==> src/hdl/rsd_pkg.sv <==
`default_nettype none

package rsd_pkg;

   // field widths of one record and of the result beat
   localparam int DIST_W     = 25;
   localparam int SPEED_W    = 9;
   localparam int LABEL_W    = 8;
   localparam int RANK_W     = 5;
   localparam int REQ_DATA_W = 48;
   localparam int RSP_DATA_W = 48;

   // request kinds carried on req_tuser
   typedef enum logic {
      FUNC_APPEND = 1'b0,
      FUNC_FLUSH  = 1'b1
   } func_type;

   // one stored record, distance in the low bits
   typedef struct packed {
      logic [LABEL_W-1:0] label;
      logic [SPEED_W-1:0] speed_kmh;
      logic [DIST_W-1:0]  distance_m;
   } record_type;

   localparam int REC_W = $bits(record_type);

   // classified command handed from front end to sorter
   typedef struct packed {
      func_type   func;
      record_type rec;
   } cmd_type;

endpackage

`default_nettype wire

==> src/hdl/record_sort_by_distance.sv <==
// Appends: one beat per cycle while the sorter is loading; a record goes into the
//   front-end queue, then the chain writes it into the sort row (stalled in drain).
// Flush of n records: beats leave the output register, one beat per cycle from the
//   drain shift while rsp_tready allows; an empty flush gives one marked beat.
// Reset (synchronous, active high) empties the queue, the row and the output
//   register; record contents are not cleared and need no clearing pass.
`default_nettype none

module record_sort_by_distance
   import rsd_pkg::*;
#(
   parameter int TABLE_DEPTH = 32
)
(
   input  wire logic                  clock,
   input  wire logic                  reset,
   input  wire logic                  req_tvalid,
   output logic                       req_tready,
   // [24:0] distance_m, [33:25] speed_kmh, [41:34] label, [47:42] zero
   input  wire logic [REQ_DATA_W-1:0] req_tdata,
   // [0] func
   input  wire logic                  req_tuser,
   output logic                       rsp_tvalid,
   input  wire logic                  rsp_tready,
   // [24:0] out_distance_m, [33:25] out_speed_kmh, [41:34] out_label,
   // [46:42] rank, [47] zero
   output logic [RSP_DATA_W-1:0]      rsp_tdata,
   output logic                       rsp_tlast,
   // [0] none
   output logic                       rsp_tuser
);

   logic    cmd_valid;
   logic    cmd_ready;
   cmd_type cmd;

   rsd_front u_front (
      .clock      (clock),
      .reset      (reset),
      .req_tvalid (req_tvalid),
      .req_tready (req_tready),
      .req_tdata  (req_tdata),
      .req_tuser  (req_tuser),
      .cmd_valid  (cmd_valid),
      .cmd        (cmd),
      .cmd_ready  (cmd_ready)
   );

   rsd_back #(
      .TABLE_DEPTH (TABLE_DEPTH)
   ) u_back (
      .clock      (clock),
      .reset      (reset),
      .cmd_valid  (cmd_valid),
      .cmd        (cmd),
      .cmd_ready  (cmd_ready),
      .rsp_tvalid (rsp_tvalid),
      .rsp_tready (rsp_tready),
      .rsp_tdata  (rsp_tdata),
      .rsp_tlast  (rsp_tlast),
      .rsp_tuser  (rsp_tuser)
   );

endmodule

`default_nettype wire

==> src/hdl/rsd_front.sv <==
`default_nettype none

module rsd_front
   import rsd_pkg::*;
(
   input  wire logic                  clock,
   input  wire logic                  reset,
   input  wire logic                  req_tvalid,
   output logic                       req_tready,
   input  wire logic [REQ_DATA_W-1:0] req_tdata,
   input  wire logic                  req_tuser,
   output logic                       cmd_valid,
   output cmd_type                    cmd,
   input  wire logic                  cmd_ready
);

   localparam int QUEUE_DEPTH = 2;

   cmd_type    queue_ff [QUEUE_DEPTH];
   logic       wr_ptr_ff, wr_ptr_in;
   logic       rd_ptr_ff, rd_ptr_in;
   logic [1:0] fill_ff, fill_in;
   cmd_type    cmd_new;
   logic       push, pop;

   // classify the incoming beat
   always_comb begin
      cmd_new.func = func_type'(req_tuser);
      cmd_new.rec  = record_type'(req_tdata[REC_W-1:0]);
   end

   assign req_tready = (fill_ff != 2'(QUEUE_DEPTH));
   assign cmd_valid  = (fill_ff != 2'd0);
   assign cmd        = queue_ff[rd_ptr_ff];
   assign push       = req_tvalid && req_tready;
   assign pop        = cmd_valid && cmd_ready;

   // queue pointers
   always_comb begin
      wr_ptr_in = push ? ~wr_ptr_ff : wr_ptr_ff;
      rd_ptr_in = pop  ? ~rd_ptr_ff : rd_ptr_ff;
      fill_in   = fill_ff;
      if (push && !pop) begin
         fill_in = fill_ff + 2'd1;
      end else if (pop && !push) begin
         fill_in = fill_ff - 2'd1;
      end
   end

   always_ff @(posedge clock) begin
      if (reset) begin
         wr_ptr_ff <= 1'b0;
         rd_ptr_ff <= 1'b0;
         fill_ff   <= 2'd0;
      end else begin
         wr_ptr_ff <= wr_ptr_in;
         rd_ptr_ff <= rd_ptr_in;
         fill_ff   <= fill_in;
      end
   end

   // queue storage
   always_ff @(posedge clock) begin
      if (push) begin
         queue_ff[wr_ptr_ff] <= cmd_new;
      end
   end

endmodule

`default_nettype wire

==> src/hdl/rsd_back.sv <==
`default_nettype none

module rsd_back
   import rsd_pkg::*;
#(
   parameter int TABLE_DEPTH = 32
)
(
   input  wire logic                  clock,
   input  wire logic                  reset,
   input  wire logic                  cmd_valid,
   input  wire cmd_type               cmd,
   output logic                       cmd_ready,
   output logic                       rsp_tvalid,
   input  wire logic                  rsp_tready,
   output logic [RSP_DATA_W-1:0]      rsp_tdata,
   output logic                       rsp_tlast,
   output logic                       rsp_tuser
);

   localparam int CNT_W = $clog2(TABLE_DEPTH + 1);

   typedef enum logic {
      ST_LOAD,
      ST_DRAIN
   } state_type;

   state_type           state_ff;
   logic [CNT_W-1:0]    count_ff;
   logic [RANK_W-1:0]   rank_ff;
   logic                rsp_valid_ff;
   record_type          out_rec_ff;
   logic [RANK_W-1:0]   out_rank_ff;
   logic                out_last_ff;
   logic                out_none_ff;

   record_type          store_ff   [TABLE_DEPTH];
   record_type          store_in   [TABLE_DEPTH];
   record_type          prev_rec   [TABLE_DEPTH];
   record_type          next_rec   [TABLE_DEPTH];
   logic [TABLE_DEPTH-1:0] gt;
   logic [TABLE_DEPTH-1:0] gt_up;

   logic out_free, full, take, do_insert, do_start, do_empty, do_emit;

   // handshake decode
   assign out_free  = !rsp_valid_ff || rsp_tready;
   assign full      = (count_ff == CNT_W'(TABLE_DEPTH));
   assign cmd_ready = (state_ff == ST_LOAD)
                      && (cmd.func == FUNC_APPEND || count_ff != '0 || out_free);
   assign take      = cmd_valid && cmd_ready;
   assign do_insert = take && cmd.func == FUNC_APPEND && !full;
   assign do_start  = take && cmd.func == FUNC_FLUSH && count_ff != '0;
   assign do_empty  = take && cmd.func == FUNC_FLUSH && count_ff == '0;
   assign do_emit   = (state_ff == ST_DRAIN) && out_free;

   // insertion chain: each cell compares with the new key, shifts up or
   // takes the new record; on drain the whole row shifts down one place
   for (genvar i = 0; i < TABLE_DEPTH; i++) begin : g_cell
      assign gt[i] = (CNT_W'(i) < count_ff)
                     && (store_ff[i].distance_m > cmd.rec.distance_m);

      if (i == 0) begin : g_first
         assign prev_rec[i] = '0;
         assign gt_up[i]    = 1'b0;
      end else begin : g_rest
         assign prev_rec[i] = store_ff[i-1];
         assign gt_up[i]    = gt[i-1];
      end

      if (i == TABLE_DEPTH - 1) begin : g_top
         assign next_rec[i] = store_ff[i];
      end else begin : g_below
         assign next_rec[i] = store_ff[i+1];
      end

      always_comb begin
         store_in[i] = store_ff[i];
         if (do_emit) begin
            store_in[i] = next_rec[i];
         end else if (do_insert) begin
            if (gt_up[i]) begin
               store_in[i] = prev_rec[i];
            end else if (gt[i] || CNT_W'(i) == count_ff) begin
               store_in[i] = cmd.rec;
            end
         end
      end

      always_ff @(posedge clock) begin
         store_ff[i] <= store_in[i];
      end
   end

   // load / drain sequencer with output register
   always_ff @(posedge clock) begin
      if (reset) begin
         state_ff     <= ST_LOAD;
         count_ff     <= '0;
         rank_ff      <= '0;
         rsp_valid_ff <= 1'b0;
      end else begin
         // output register refills on an empty flush or a drain step
         if (out_free) begin
            rsp_valid_ff <= do_empty || do_emit;
         end
         case (state_ff)
            ST_LOAD: begin
               if (do_insert) begin
                  count_ff <= count_ff + CNT_W'(1);
               end
               if (do_start) begin
                  state_ff <= ST_DRAIN;
                  rank_ff  <= '0;
               end
               if (do_empty) begin
                  out_rec_ff   <= '0;
                  out_rank_ff  <= '0;
                  out_last_ff  <= 1'b1;
                  out_none_ff  <= 1'b1;
               end
            end
            ST_DRAIN: begin
               if (out_free) begin
                  out_rec_ff   <= store_ff[0];
                  out_rank_ff  <= rank_ff;
                  out_last_ff  <= (count_ff == CNT_W'(1));
                  out_none_ff  <= 1'b0;
                  rank_ff      <= rank_ff + RANK_W'(1);
                  count_ff     <= count_ff - CNT_W'(1);
                  if (count_ff == CNT_W'(1)) begin
                     state_ff <= ST_LOAD;
                  end
               end
            end
            default: begin
               state_ff <= ST_LOAD;
            end
         endcase
      end
   end

   assign rsp_tvalid = rsp_valid_ff;
   assign rsp_tdata  = {1'b0, out_rank_ff, out_rec_ff};
   assign rsp_tlast  = out_last_ff;
   assign rsp_tuser  = out_none_ff;

endmodule

`default_nettype wire

==> config.mk <==
export PLATFORM = sky130hd
export DESIGN_NAME = record_sort_by_distance
export DESIGN_NICKNAME = d
export VERILOG_FILES = /design/src/hdl/rsd_pkg.sv /design/src/hdl/record_sort_by_distance.sv /design/src/hdl/rsd_front.sv /design/src/hdl/rsd_back.sv
export SDC_FILE = /design/constraint.sdc
export NUM_CORES = 2
export LEC_CHECK = 0
export ABC_CLOCK_PERIOD_IN_PS = 7950
export BUFFER_PORTS_ARGS = -buffer_cell sky130_fd_sc_hd__buf_2
export CORE_MARGIN = 1
export CORE_UTILIZATION = 42
export DETAILED_ROUTE_END_ITERATION = 8
export RECOVER_POWER = 100
export SYNTH_ARGS = -nofsm -noshare
export SYNTH_HDL_FRONTEND = slang
export SYNTH_HIERARCHICAL = 1
export SYNTH_SLANG_ARGS = --single-unit
==> constraint.sdc <==
create_clock -name clock -period 7.95 [get_ports clock]
set_input_delay 0.795 -clock clock [delete_from_list [all_inputs] [get_ports clock]]
set_output_delay 0.795 -clock clock [all_outputs]
set_load 0.03 [all_outputs]
# After elaboration in Yosys (flattened, before gate mapping)
# Memories as Yosys holds them, arrays and structs flattened. A register that Yosys moved wholly into a read port is not among the register bits.
# Cells that the tools add are included.
dict set report totals {
  reg_bits 66
  latch_bits 0
  mem_bits_rw 1430
  romBits 0
  inputBits 53
  output_inout_bits 52
  wordCells 371
  mem_count 2
}
dict set report op_classes {
  addsub 5
  n_mul 0
  div 0
  order_cmp 64
  n_eq_ne 38
  shift 0
  mux 154
  n_bitwise 5
  n_reduce_logical 90
}
# name words word_bits rd rd_clocked_by_memory_dff write_ports line_no
set mem_list {}
lappend mem_list {u_back.store_ff 32 42 32 0 32 rsd_back.sv:37} ;# record_type store_ff [TABLE_DEPTH];
lappend mem_list {u_front.queue_ff 2 43 1 1 1 rsd_front.sv:19} ;# cmd_type queue_ff [QUEUE_DEPTH];
# op count
set op_table {}
lappend op_table {{42-bit two-way mux} 129}
lappend op_table {{25-bit > comparator} 32}
lappend op_table {{5-bit by 6-bit == test with 1-bit output, first input constant} 16}
lappend op_table {{5-bit by 6-bit < comparator with 1-bit output, first input constant} 16}
lappend op_table {{42-bit case mux with 2 select lines} 1}
lappend op_table {{4-bit by 6-bit == test with 1-bit output, first input constant} 8}
lappend op_table {{4-bit by 6-bit < comparator with 1-bit output, first input constant} 8}
lappend op_table {{1-bit logical AND} 43}
lappend op_table {{1-bit logical OR} 36}
lappend op_table {{3-bit by 6-bit == test with 1-bit output, first input constant} 4}
lappend op_table {{3-bit by 6-bit < comparator with 1-bit output, first input constant} 4}
lappend op_table {{5-bit two-way mux} 4}
lappend op_table {{5-bit case mux with 2 select lines} 2}
lappend op_table {{2-bit by 6-bit == test with 1-bit output, first input constant} 2}
lappend op_table {{1-bit by 6-bit < comparator with 1-bit output, first input constant} 2}
lappend op_table {{2-bit by 6-bit < comparator with 1-bit output, first input constant} 2}
lappend op_table {{6-bit two-way mux} 2}
lappend op_table {{6-bit case mux with 2 select lines} 1}
lappend op_table {{1-bit two-way mux} 10}
lappend op_table {{6-bit by 1-bit adder with 6-bit output, second input constant} 1}
lappend op_table {{1-bit by 6-bit == test with 1-bit output, first input constant} 1}
lappend op_table {{6-bit by 1-bit == test with 1-bit output, second input constant} 1}
lappend op_table {{6-bit == test, second input constant} 1}
lappend op_table {{6-bit zero test} 1}
lappend op_table {{other kinds (14)} 29}

# Longest topological paths before layout
dict set report depth {
  depth_word 9
  ltp_mapped 14
  ltp_nobuf 10
}

# By module
# The synthesis kept the hierarchy.
# mod n_inst cells_per_inst area_each_um2 seq_area_each_um2
set by_module_without_submodules {}
lappend by_module_without_submodules {rsd_back 1 8479 86993.4 42090.4}
lappend by_module_without_submodules {rsd_front 1 158 3324.4 2682.6}

# Least setup slack after synthesis
# Ideal clock, no wire load.
dict set report synth_path {
  kind {reg-to-reg}
  startpoint {reg with a tool-made name}
  endpoint {mem u_back/store_ff[0][420] (netlist bit), enable pin}
  setup_ns 0.500
  t_arrival_ns 6.246
  required_ns 7.450
  setup_slack_ns 1.204
  stages_incl_launch_ff 15
  path_buffers 4
  synth_period_minus_slack_ns 6.746
  path_cell_list {dfxtp_1 -> buf_2 -> buf_4 -> mux2_2 -> inv_1 -> ha_1 -> nand4_1 -> nor4_1 -> o311a_1 -> a211oi_1 -> a21oi_1 -> buf_2 -> buf_4 -> a311oi_1 -> o21ai_0}
}
# element line_no
set synth_lines {}
lappend synth_lines {{to (decl)} rsd_back.sv:37}

==> results.py <==
metrics = {
    "worst_hold_path": {
        "holdPathEnd": "u_front/queue_ff[0][37]$_DFFE_PP_",
        "min-delay-start": "req_tdata[37]",
        "hold_path_depth": 1,
        "hp-class": "in2reg",
    },
    "critical_path": {
        "critPathMaxStageDelay_ns": 1.15,
        "crit_slowest_cell": "clkbuf_1",
        "worst-setup-path-type": "reg2reg",
        "cp.required_ns": 8.53,
        "worstSetupStartpointType": "flip-flop",
        "end_kind": "flip-flop",
        "crit_arrival_ns": 7.57,
        "cp_max_fo": 49,
        "rr_worst_depth": 14,
        "rrSetupSlack_ns": 0.96,
        "path_cells": "buf_4 > mux2_1 > inv_1 > clkbuf_1 > ha_1 > nand2_1 > a21oi_1 > a211oi_1 > o211ai_1 > o31ai_4 > buf_4 > clkbuf_2 > nor2_1 > a221o_1",
        "path_common_cell": "buf_4",
        "r2r-end": "u_back/store_ff[1][377]$_DFFE_PP_",
    },
    "power": {
        "power_density_mw_per_mm2": 373,
        "p_leak_nw": 37.8,
        "total_power_mw": 37.0,
        "vdd_drop_max_v": 0.000358,
    },
    "final_layout": {
        "final_nets": 9270,
        "syn_to_final_growth_pct": 9.73,
        "drive_above_1_share": 0.0735,
        "nFillCells": 19600,
    },
    "logic_synthesis": {
        "synth_commonest_cells": "nand2_1, edfxtp_1, nor2_1",
        "seq_area_frac_synth": 0.496,
        "synthesis.nets": 9497,
        "syn_inst": 8637,
        "yosys_warnings": 6,
        "synth_area_leader_cell": "edfxtp_1",
        "async_flop_share": 0,
        "yosys_register_bits": 1497,
        "synth_edf_count": 1479,
        "syn_area_mm2": 0.0903,
        "yosysTopAreaCellShare": 0.492,
        "syn_area_per_cell_um2": 10.5,
        "synth.distinct_cells": 78,
        "yosys.cell_count.top_type": "nand2_1",
        "synthTopCellsByArea": "edfxtp_1, a221o_1, ha_1",
        "ys.flop_type": "edfxtp_1",
    },
    "die": {
        "rows": 169,
        "die_height_um": 466,
        "ios": 105,
        "die_w_um": 466,
        "die_area_mm2": 0.217,
        "start_util": 0.424,
        "coreArea_mm2": 0.213,
    },
    "run": {
        "cap_violations": 33,
    },
    "run_status": {
        "status": "finished, violations left",
        "violations": "max-capacitance violations, max-slew violations",
    },
    "global_route": {
        "gr-total-overflow": 0,
        "gr-usage-met1": 0.396,
        "grt_pass1_vias": 70000,
        "grt_max_degree": 219,
        "top_usage_layer": "met2",
        "grt_pass1_wl_mm": 480,
        "antenna_found_initial": 21,
        "grt_util_met3": 0.0691,
        "gr-usage-met2": 0.451,
        "track_usage": 0.298,
    },
    "place": {
        "dp_worst_setup_slack_ns": 1.91,
        "io_buffers": 97,
        "post-dp-hpwl_mm": 225,
        "gp_congestion": 1.01,
    },
    "sta": {
        "fin_worst_skew_ns": 0.0431,
        "period_needed_ns": 6.99,
        "slew_headroom": -1.88,
        "hold_slack_ns": 0.156,
        "max_freq_mhz": 143,
        "setup_viol": 0,
        "worst_slack_ns": 0.958,
        "rsz0062_at_grt": "false",
        "finalHoldViolCount": 0,
        "worst_pin_slew_ns": 4.32,
        "final_max_slew_viol_count": 968,
        "fin_setup_tns_ns": 0,
        "fin_crit_sh": 0.880,
    },
    "routing": {
        "routed_wl_mm": 334,
        "antenna_left": 0,
        "drtIter0Drc": 10700,
        "avgRoutedWirePerCell_um": 29.4,
        "vias": 75200,
        "first_pass_iters": 8,
        "drt_drc_violations_left": 0,
        "routed_via_density": 6.61,
    },
    "clock_network": {
        "post_cts_buffers": 0,
        "post_cts_resized": 0,
        "cts_made_buffers": 169,
        "cts_tree": "done",
        "path_clk_slew_ns": 0.06,
        "insertion_delay_ns": 0.84,
        "cts_max_level": 4,
        "root_buffer": "clkbuf_16",
        "clockBufferDepth": 3,
        "cts_hold_buf": 0,
        "cts_sinks": 1497,
    },
}
-- flip-flops by register name (all words and copies together) (netlist names), named ones only --
name                cells
u_back/store_ff      1344
u_front/queue_ff       86
u_back/rsp_tdata       42
u_back/count_ff         6
u_back/out_rank_ff      5
u_back/rank_ff          5
u_front/fill_ff         2
u_back/rsp_tlast        1
u_back/rsp_tuser        1
u_back/rsp_tvalid       1
u_back/state_ff         1
u_front/rd_ptr_ff       1
u_front/wr_ptr_ff       1
-- layer usage --
layer | vias to the layer above | wire, um
li1 | 32800 | -
met1 | 37100 | 133000
met2 | 4622 | 147000
met3 | 690 | 35500
met4 | 6 | 18700
met5 | - | 40
-- where the power goes --
part / switching (mW) / internal, mW / total [mW]
Combinational: 10.6 / 5.82 / 16.4
Clock: 3.42 / 4.50 / 7.91
Sequential: 1.01 / 11.6 / 12.6
Total: 15.0 / 21.9 / 37.0
-- cells in the final DEF (no fill, tap or decap), types with 142 or more instances in the layout --
cell	count
clkbuf_16	173
nand2_1	1511
o21ai_0	158
a221o_1	1069
nand3_1	174
edfxtp_1	1479
ha_1	807
a21oi_1	404
nand4_1	185
o211ai_1	142
buf_4	152
nor2_1	1152
-- logic make-up after synthesis --
group | Yosys count | synth area share
AOI/OAI and AO/OA | 2014 | 0.182
xor gates and xnor gates | 8 | 0.000776
adders and majority gates | 807 | 0.112
buffers and inverters | 789 | 0.0357
DFF | 1497 | 0.496
muxes | 150 | 0.0178
other | 1 | 0.0000415
and+or+nand+nor | 3371 | 0.156
-- worst max-delay path by stage --
| stage | end | cells past startpoint | start |
|---|---|---|---|
| after floorplan | u_back/store_ff[0][420]$_DFFE_PP_ | 14 | flip-flop |
| after global placement | u_back/store_ff[1][32]$_DFFE_PP_ | 12 | flip-flop |
| after detailed placement | u_back/store_ff[1][32]$_DFFE_PP_ | 12 | flip-flop |
| after CTS | u_back/store_ff[1][30]$_DFFE_PP_ | 12 | flip-flop |
| after global routing | u_back/store_ff[0][125]$_DFFE_PP_ | 14 | flip-flop |
| final | u_back/store_ff[1][377]$_DFFE_PP_ | 14 | flip-flop |
-- cell type report --
class	instances	area, um^2	area share
flip-flops and latches	1497	44800	0.452
multi-input cells	6351	42900	0.433
clock buffers	199	4440	0.0448
well taps	2821	3530	0.0356
repair buffers	310	2140	0.0216
clock inverters	111	982	0.00991
inverters	81	304	0.00307
diodes	5	12.5	0.000126
-- critical path: cells and delay by family, from the launching register on --
| family | cells | cell delay, ns |
|---|---|---|
| mux | 1 | 0.50 |
| buf+inv | 5 | 3.72 |
| flops | 1 | 0.56 |
| compound gates | 5 | 1.18 |
| fa+ha+maj | 1 | 0.43 |
| simple gates | 2 | 0.21 |
-- per-stage QoR --
step	instances	util	area, um^2
floorplan	8637	-	90300
global placement	11100	0.442	94100
detailed placement	11100	0.442	94100
CTS	11400	0.468	99600
global route	11400	0.465	99100
finish	11400	0.465	99100
No activity file was read; power rests on OpenSTA's default activity.
